$ cat src/rtl/hbmm_pkg.sv
// ----------------------------------------------------------------------------
// hbmm_pkg: shared types and constants of the hourly min/max tracker
// Item layouts for both channels and the fixed bucket geometry.
// ----------------------------------------------------------------------------
package hbmm_pkg;

  localparam int BUCKETS      = 24;
  localparam int SECS_PER_BKT = 3600;
  localparam int VALUE_WIDTH  = 32;
  localparam int TIME_WIDTH   = 32;
  // largest bucket number is (2^32-1)/3600, which fits in 21 bits
  localparam int HOUR_WIDTH   = 21;
  localparam int SLOT_WIDTH   = $clog2(BUCKETS);

  // Bucket number as (t >> 4) / 225 with 3600 = 16 * 225: multiply by
  // ceil(2^36 / 225) and keep the bits from 36 up. Exact for every 32-bit t.
  localparam int                      HOUR_PRESHIFT = 4;
  localparam int                      HOUR_SHIFT    = 36;
  localparam int                      HOUR_RECIP_W  = 29;
  localparam logic [HOUR_RECIP_W-1:0] HOUR_RECIP    = HOUR_RECIP_W'(305419897);

  // Day number as (hour >> 3) / 3 with 24 = 8 * 3: multiply by ceil(2^20 / 3)
  // and keep the bits from 20 up. Exact for every 21-bit hour.
  localparam int                      SLOT_PRESHIFT = 3;
  localparam int                      SLOT_SHIFT    = 20;
  localparam int                      SLOT_RECIP_W  = 19;
  localparam logic [SLOT_RECIP_W-1:0] SLOT_RECIP    = SLOT_RECIP_W'(349526);

  typedef struct packed {
    logic        [TIME_WIDTH-1:0]  time_seconds;
    logic signed [VALUE_WIDTH-1:0] sample_value;
  } in_item_t;

  typedef struct packed {
    logic signed [VALUE_WIDTH-1:0] overall_max;
    logic signed [VALUE_WIDTH-1:0] overall_min;
    logic                          any_valid;
  } out_item_t;

endpackage

$ cat src/rtl/hourly_bucket_min_max_tracker.sv
// ----------------------------------------------------------------------------
// hourly_bucket_min_max_tracker: rolling 24-hour min/max over hourly buckets
// Divides the timestamp into a bucket number, retires stale buckets, folds the
// sample into its bucket and reduces all buckets into one result item.
// ----------------------------------------------------------------------------
// Flow: divide, check, retire stale buckets one at a time (up to 23), read,
//   update, reduce and drain; a jump of 24 hours or more clears all at once.
// Intake: a new item is taken only in idle, once the last result is handed
//   off; the 24-step reduction through one compare unit and the stale walk set it.
// Reset: rst_n (synchronous, active low) empties all buckets and forgets the
//   last hour; no clearing pass over the RAM is needed.
module hourly_bucket_min_max_tracker (
  input  logic                clk,
  input  logic                rst_n,
  input  logic                in_valid,
  output logic                in_stall,
  input  hbmm_pkg::in_item_t  in_data,
  output logic                out_valid,
  input  logic                out_stall,
  output hbmm_pkg::out_item_t out_data
);

  // Sequencer states, one-hot.
  typedef enum logic [7:0] {
    S_IDLE  = 8'b0000_0001,  // wait for an item
    S_DIV   = 8'b0000_0010,  // scale the timestamp to a bucket number
    S_CHK   = 8'b0000_0100,  // find the slot, decide how many buckets went stale
    S_WALK  = 8'b0000_1000,  // retire stale buckets one a cycle
    S_READ  = 8'b0001_0000,  // fetch the target bucket
    S_UPD   = 8'b0010_0000,  // seed or widen the target bucket
    S_RED   = 8'b0100_0000,  // stream all buckets through the compare unit
    S_DRAIN = 8'b1000_0000   // fold the last bucket, hand off the result
  } state_t;

  localparam int VW = hbmm_pkg::VALUE_WIDTH;
  localparam int SW = hbmm_pkg::SLOT_WIDTH;
  localparam int HW = hbmm_pkg::HOUR_WIDTH;
  localparam int TW = hbmm_pkg::TIME_WIDTH;

  // Product widths of the two reciprocal multiplies.
  localparam int HP_W = TW - hbmm_pkg::HOUR_PRESHIFT + hbmm_pkg::HOUR_RECIP_W;
  localparam int SP_W = HW - hbmm_pkg::SLOT_PRESHIFT + hbmm_pkg::SLOT_RECIP_W;

  localparam logic [SW-1:0] LAST_SLOT = SW'(hbmm_pkg::BUCKETS - 1);
  localparam logic [HW-1:0] BKT_SPAN  = HW'(hbmm_pkg::BUCKETS);

  state_t state_r, state_nxt;

  // Item being worked on.
  logic        [TW-1:0] tsec_r, tsec_nxt;       // timestamp of the item
  logic signed [VW-1:0] sample_r, sample_nxt;
  logic        [HW-1:0] hour_r, hour_nxt;
  logic        [SW-1:0] slot_r, slot_nxt;       // hour mod 24

  // Bucket bookkeeping.
  logic [hbmm_pkg::BUCKETS-1:0] bkt_valid_r, bkt_valid_nxt;
  logic [HW-1:0]                last_hour_r, last_hour_nxt;
  logic [SW-1:0]                last_slot_r, last_slot_nxt;
  logic                         seen_r, seen_nxt;

  // Stale walk.
  logic [SW-1:0] ptr_r, ptr_nxt;
  logic [SW-1:0] wcnt_r, wcnt_nxt;

  // Reduction.
  logic [SW-1:0]        idx_r, idx_nxt;
  logic                 pend_r;
  logic                 vld_d_r;
  logic signed [VW-1:0] best_max_r, best_max_nxt;
  logic signed [VW-1:0] best_min_r, best_min_nxt;
  logic                 any_r, any_nxt;

  // Bucket RAM: {max, min} per bucket, registered read.
  logic [2*VW-1:0] bkt_mem [hbmm_pkg::BUCKETS];
  logic [2*VW-1:0] rd_r;
  logic [2*VW-1:0] wr_data;
  logic [SW-1:0]   raddr;
  logic            we;

  // Result register.
  logic                out_valid_r, out_valid_nxt;
  hbmm_pkg::out_item_t out_data_r, out_data_nxt;

  // Reciprocal datapath: bucket number, then its slot.
  logic [HP_W-1:0] hour_prod;
  logic [SP_W-1:0] day_prod;
  logic [HW-1:0]   day_q;
  logic [HW-1:0]   day_base;
  logic [HW-1:0]   slot_full;
  logic [HW-1:0]   hour_diff;

  // Bucket update datapath.
  logic signed [VW-1:0] cur_max, cur_min, new_max, new_min;
  logic signed [VW-1:0] rd_max, rd_min;
  logic                 slot_done;

  logic in_acc;

  assign in_stall  = (state_r != S_IDLE);
  assign in_acc    = in_valid && !in_stall;
  assign out_valid = out_valid_r;
  assign out_data  = out_data_r;

  // t / 3600 as (t >> 4) * ceil(2^36 / 225) >> 36
  assign hour_prod = HP_W'(tsec_r[TW-1:hbmm_pkg::HOUR_PRESHIFT]) *
                     HP_W'(hbmm_pkg::HOUR_RECIP);
  // hour / 24 as (hour >> 3) * ceil(2^20 / 3) >> 20, then hour - 24 * day
  assign day_prod  = SP_W'(hour_r[HW-1:hbmm_pkg::SLOT_PRESHIFT]) *
                     SP_W'(hbmm_pkg::SLOT_RECIP);
  assign day_q     = HW'(day_prod[SP_W-1:hbmm_pkg::SLOT_SHIFT]);
  assign day_base  = (day_q << 4) + (day_q << 3);
  assign slot_full = hour_r - day_base;

  assign hour_diff = hour_r - last_hour_r;

  assign cur_max = rd_r[2*VW-1:VW];
  assign cur_min = rd_r[VW-1:0];
  assign rd_max  = rd_r[2*VW-1:VW];
  assign rd_min  = rd_r[VW-1:0];
  assign slot_done = bkt_valid_r[slot_r];

  always_comb begin
    if (!slot_done) begin
      new_max = sample_r;
      new_min = sample_r;
    end else begin
      new_max = (sample_r > cur_max) ? sample_r : cur_max;
      new_min = (sample_r < cur_min) ? sample_r : cur_min;
    end
  end

  assign we      = (state_r == S_UPD);
  assign wr_data = {new_max, new_min};
  assign raddr   = (state_r == S_RED) ? idx_r : slot_r;

  always_ff @(posedge clk) begin
    if (we) begin
      bkt_mem[slot_r] <= wr_data;
    end
    rd_r    <= bkt_mem[raddr];
    vld_d_r <= bkt_valid_r[raddr];
  end

  // Compare unit of the reduction: fold the bucket that arrived from the RAM.
  always_comb begin
    best_max_nxt = best_max_r;
    best_min_nxt = best_min_r;
    any_nxt      = any_r;
    if (pend_r && vld_d_r) begin
      any_nxt = 1'b1;
      if (!any_r) begin
        best_max_nxt = rd_max;
        best_min_nxt = rd_min;
      end else begin
        if (rd_max > best_max_r) begin
          best_max_nxt = rd_max;
        end
        if (rd_min < best_min_r) begin
          best_min_nxt = rd_min;
        end
      end
    end
    if (state_r == S_UPD) begin
      // start a fresh reduction
      best_max_nxt = '0;
      best_min_nxt = '0;
      any_nxt      = 1'b0;
    end
  end

  // Sequencer.
  always_comb begin
    state_nxt     = state_r;
    tsec_nxt      = tsec_r;
    sample_nxt    = sample_r;
    hour_nxt      = hour_r;
    slot_nxt      = slot_r;
    bkt_valid_nxt = bkt_valid_r;
    last_hour_nxt = last_hour_r;
    last_slot_nxt = last_slot_r;
    seen_nxt      = seen_r;
    ptr_nxt       = ptr_r;
    wcnt_nxt      = wcnt_r;
    idx_nxt       = idx_r;
    out_valid_nxt = out_valid_r;
    out_data_nxt  = out_data_r;

    // result taken downstream
    if (out_valid_r && !out_stall) begin
      out_valid_nxt = 1'b0;
    end

    case (state_r)
      S_IDLE: begin
        if (in_acc) begin
          tsec_nxt   = in_data.time_seconds;
          sample_nxt = in_data.sample_value;
          state_nxt  = S_DIV;
        end
      end
      S_DIV: begin
        hour_nxt  = hour_prod[HP_W-1:hbmm_pkg::HOUR_SHIFT];
        state_nxt = S_CHK;
      end
      S_CHK: begin
        slot_nxt  = slot_full[SW-1:0];
        state_nxt = S_READ;
        if (seen_r && (hour_r > last_hour_r)) begin
          if (hour_diff >= BKT_SPAN) begin
            bkt_valid_nxt = '0;
          end else begin
            ptr_nxt   = (last_slot_r == LAST_SLOT) ? '0 : last_slot_r + 1'b1;
            wcnt_nxt  = hour_diff[SW-1:0];
            state_nxt = S_WALK;
          end
        end
      end
      S_WALK: begin
        bkt_valid_nxt[ptr_r] = 1'b0;
        ptr_nxt  = (ptr_r == LAST_SLOT) ? '0 : ptr_r + 1'b1;
        wcnt_nxt = wcnt_r - 1'b1;
        if (wcnt_r == SW'(1)) begin
          state_nxt = S_READ;
        end
      end
      S_READ: begin
        state_nxt = S_UPD;
      end
      S_UPD: begin
        bkt_valid_nxt[slot_r] = 1'b1;
        last_hour_nxt = hour_r;
        last_slot_nxt = slot_r;
        seen_nxt      = 1'b1;
        idx_nxt       = '0;
        state_nxt     = S_RED;
      end
      S_RED: begin
        idx_nxt = idx_r + 1'b1;
        if (idx_r == LAST_SLOT) begin
          state_nxt = S_DRAIN;
        end
      end
      S_DRAIN: begin
        // hold until the result register is free
        if (!out_valid_r || !out_stall) begin
          out_valid_nxt            = 1'b1;
          out_data_nxt.overall_max = best_max_nxt;
          out_data_nxt.overall_min = best_min_nxt;
          out_data_nxt.any_valid   = any_nxt;
          state_nxt                = S_IDLE;
        end
      end
      default: begin
        state_nxt = S_IDLE;
      end
    endcase
  end

  always_ff @(posedge clk) begin
    if (!rst_n) begin
      state_r     <= S_IDLE;
      bkt_valid_r <= '0;
      last_hour_r <= '0;
      last_slot_r <= '0;
      seen_r      <= 1'b0;
      slot_r      <= '0;
      ptr_r       <= '0;
      idx_r       <= '0;
      pend_r      <= 1'b0;
      any_r       <= 1'b0;
      out_valid_r <= 1'b0;
    end else begin
      state_r     <= state_nxt;
      bkt_valid_r <= bkt_valid_nxt;
      last_hour_r <= last_hour_nxt;
      last_slot_r <= last_slot_nxt;
      seen_r      <= seen_nxt;
      slot_r      <= slot_nxt;
      ptr_r       <= ptr_nxt;
      idx_r       <= idx_nxt;
      pend_r      <= (state_r == S_RED);
      any_r       <= any_nxt;
      out_valid_r <= out_valid_nxt;
    end
  end

  // Payload registers, no reset.
  always_ff @(posedge clk) begin
    tsec_r     <= tsec_nxt;
    sample_r   <= sample_nxt;
    hour_r     <= hour_nxt;
    wcnt_r     <= wcnt_nxt;
    best_max_r <= best_max_nxt;
    best_min_r <= best_min_nxt;
    out_data_r <= out_data_nxt;
  end

  // Checks.
  a_slot_range: assert property (@(posedge clk) disable iff (!rst_n)
    (slot_r <= LAST_SLOT) && (last_slot_r <= LAST_SLOT))
    else $error("bucket slot out of range");

  a_upd_marks: assert property (@(posedge clk) disable iff (!rst_n)
    (state_r == S_UPD) |=> bkt_valid_r[last_slot_r])
    else $error("updated bucket not marked valid");

  a_res_any: assert property (@(posedge clk) disable iff (!rst_n)
    $rose(out_valid_r) |-> out_data_r.any_valid)
    else $error("result after a sample shows no valid bucket");

  a_res_order: assert property (@(posedge clk) disable iff (!rst_n)
    $rose(out_valid_r) |-> (out_data_r.overall_max >= out_data_r.overall_min))
    else $error("overall max below overall min");

endmodule

$ cat config.mk
export PLATFORM = sky130hd
export DESIGN_NAME = hourly_bucket_min_max_tracker
export DESIGN_NICKNAME = d
export VERILOG_FILES = /design/src/rtl/hbmm_pkg.sv /design/src/rtl/hourly_bucket_min_max_tracker.sv
export SDC_FILE = /design/constraint.sdc
export NUM_CORES = 2
export LEC_CHECK = 0
export BUFFER_PORTS_ARGS = -buffer_cell sky130_fd_sc_hd__buf_2
export CAP_MARGIN = 20
export CORE_ASPECT_RATIO = 1.75
export CORE_MARGIN = 2
export CORE_UTILIZATION = 64
export CTS_CLUSTER_SIZE = 40
export DETAILED_ROUTE_END_ITERATION = 10
export PLACE_DENSITY_LB_ADDON = 0.08
export SYNTH_ARGS = -nofsm -noshare
export SYNTH_HDL_FRONTEND = slang
export SYNTH_SLANG_ARGS = --single-unit
$ cat constraint.sdc
create_clock -name clk -period 11 [get_ports clk]
set_input_delay 2.2 -clock clk [delete_from_list [all_inputs] [get_ports clk]]
set_output_delay 2.2 -clock clk [all_outputs]
set_load 0.03 [all_outputs]
==> run_results.csv <==
group,metric,value,unit
yosys,synth_cell_types,82,
clock_tree,clock-sinks,1893,
placed_design,port-buffer-count,130,
timing,rsz0062_at_grt,"false",
timing,setup_viol,0,
timing,relSlewSlack,0.191,
die,core_area,142000,um^2
yosys,syn-num-nets,6839,
timing,fin_setup_tns,0,ps
yosys,synth_commonest_cells,"edfxtp_1, inv_1, ha_1",
die,floorplan.initialDensity,0.645,
finish,synthToLayoutAreaGrowth,9.32,%
yosys,yosysWarnings,0,
clock_tree,cts_buffer_depth,3,
route,vias,51400,
setup_path,arrival,9140,ps
timing,fmax,116,MHz
setup_path,worst_ep_required_time,11550,ps
setup_path,critPathMaxStageDelay,990,ps
yosys,synthMuxAreaShare,0.115,
global_routing,overflow,0,
placed_design,gp_congestion,0.934,
route,wl_per_cell,28.7,um
clock_tree,cts_hold_buf,0,
setup_path,crit_top_cell,"fa_1",
global_routing,grt_pass1_wl,339000,um
clock_tree,postCtsSetupRepairBufs,0,
yosys,synth_compound_area_frac,0.0414,
yosys,synth.top_cell.area_share,0.553,
route,drt_iter0_markers,5120,
setup_path,crit_path_end_kind,"flop",
clock_tree,clkSlewWorstSetupHoldPaths,60,ps
setup_path,regToRegSetupSlack,2410,ps
global_routing,groute.usage.overall,0.320,
hold_path,hp-class,"reg2reg",
route,vias_per_cell,6.42,
yosys,synth_top_family_by_area,"adder cells",
global_routing,grt_max_degree,146,
route,drtPass1Iterations,6,
finish,nets,6998,
yosys,synth_enable_flop_cells,1687,
outcome,status,"finished, final reports clean",
yosys,netlist_instances,5855,
yosys,synthAdderAreaFrac,0.153,
route,routed_wl,230000,um
clock_tree,cts_buffers,165,
timing,tightestPinTransition,1210,ps
yosys,synth_top_area_cell,"edfxtp_1",
setup_path,worstSetupPathType,"reg2reg",
yosys,yosys-top-cells-area,"edfxtp_1, mux4_2, ha_1, fa_1, dfxtp_1",
die,io-pin-count,135,
clock_tree,cts_root_buffer,"clkbuf_16",
clock_tree,h-tree-depth,4,
setup_path,slowest_stage,"nor3_1",
yosys,synth-xor-area-share,0.00488,
die,die_h,504,um
yosys,synth-seq-cells,1893,
clock_tree,clk_latency,810,ps
route,ant_nets,0,
run,maxCapViolCount,0,
clock_tree,cts_resized,0,
setup_path,startpoint_type,"flop",
setup_path,cp_cell_sequence,"ha_1, fa_1, inv_1, fa_1, fa_1, inv_1, fa_1, inv_1, fa_1, fa_1, ha_1, a21oi_1, nand3_1, a311oi_1, a2111oi_0, nor3_1, o31ai_1, o211ai_1, inv_1, a31o_2, xor2_1",
yosys,syn_area,91500,um^2
yosys,synthArstFlopShare,0,
yosys,syn_area_per_cell,15.6,um^2
placed_design,hpwl,140000,um
timing,report.final.hold_viol_count,0,
setup_path,worst-path-buf-inv,4,
yosys,yosysMostFrequentCell,"edfxtp_1",
finish,drive_above_1_share,0.162,
global_routing,antenna_found_initial,2,
clock_tree,cts_tree,"done",
timing,period_minus_slack,8590,ps
finish,fill_cells,9269,
timing,slew_violations,0,
yosys,ys.flop_type,"edfxtp_1",
timing,finClkSkew,55.6,ps
yosys,seq_area_frac_synth,0.599,
timing,post-route-period-util,0.781,
route,drc,0,
die,die_area,146000,um^2
yosys,synth-simple-area-share,0.0444,
global_routing,grt_pass1_vias,53500,
setup_path,cp_top_family,"adder cells",
setup_path,cp_max_fo,10,
die,rows,183,
die,die_width,290,um
-- stage by stage --
stage	std cells	hold slack [ps]	setup WS (ps)	cell area, um^2	util
6_report	8007	457	2410	100000	0.705
4_1_cts	8002	459	2350	100000	0.704
3_3_place_gp	7693	442	2420	94400	0.665
2_1_floorplan	5855	434	2060	91500	-
3_5_place_dp	7693	450	2370	94400	0.665
5_1_grt	8007	475	2240	100000	0.705
-- layout make-up --
class | count | area (um^2) | area share
flip-flops and latches | 1893 | 54800 | 0.547
multi-input cells | 2984 | 33100 | 0.331
clock buffers | 216 | 4620 | 0.0462
inverters | 757 | 2840 | 0.0284
well taps | 1850 | 2310 | 0.0231
repair buffers | 213 | 1440 | 0.0144
clock inverters | 93 | 970 | 0.00969
diodes | 1 | 2.50 | 0.0000250
-- final timing paths --
check	from	end	depth (start not counted)
max	tsec_r[16]	hour_r[13]	21
min	last_hour_r[3]	last_hour_r[3]	2
max reg2reg	tsec_r[16]	hour_r[13]	21
min reg2reg	last_hour_r[3]	last_hour_r[3]	2
-- cells in the final DEF, fill, tap and decap left out, types with 17 or more instances in the layout --
cell type  instances
nor2_1           101
nand2_1          446
clkbuf_16        171
o22ai_1           26
clkinv_2          26
nand2b_1          17
a21oi_1          122
fa_1             340
buf_4             71
inv_1            755
mux2i_1           78
a21o_1            69
nand4_1           45
dfxtp_1          206
o21ai_1           23
o211ai_1          76
nand3_1          151
ha_1             576
nor2_4            19
xnor2_1           30
o21a_1            18
edfxtp_1        1687
clkinv_1          24
xor2_1            21
mux4_2           397
clkbuf_8          17
buf_2            130
o21ai_0           97
clkbuf_1          28
o31ai_1           70
mux2_2            63
nor3_1            20
-- worst register-to-register path, stage by stage (launching register included) --
cell and delay, ps:
edfxtp_1 870, ha_1 430, fa_1 550, inv_1 50
fa_1 470, fa_1 510, inv_1 50, fa_1 520
inv_1 50, fa_1 380, fa_1 480, ha_1 320
a21oi_1 320, nand3_1 130, a311oi_1 640, a2111oi_0 320
nor3_1 1000, o31ai_1 300, o211ai_1 380, inv_1 140
a31o_2 270, xor2_1 140
-- cell families (layout without fill, tap and decap cells) --
kind of cell / Yosys count / after routing
fa+ha+maj: 916 / 916
xor+xnor: 51 / 51
buf+inv: 978 / 1279
simple gates: 895 / 895
mux: 543 / 543
compound gates: 579 / 579
other cells: 0 / 1
flops: 1893 / 1893
-- sequential cells by signal, summed over array words and instances, names as in the netlist, 8 cells and up --
register,cells
bkt_valid_r,24
best_max_r,32
sample_r,32
bkt_mem,1536
last_hour_r,21
rd_r,64
hour_r,21
best_min_r,32
tsec_r,28
state_r,8
out_data,65
-- metal layers --
layer,wire length (um),part of all wire,up-vias,track usage
met3,17900,0.078,610,0.0446
met4,12800,0.056,2,0.164
li1,-,-,22000,-
met5,18,0.000078,-,0
met2,119000,0.52,2444,0.556
met1,80300,0.35,26400,0.394
Power is left out: the tool's default activity adds up to more than one toggle a clock period on the data nets, which glitch-free logic cannot reach.
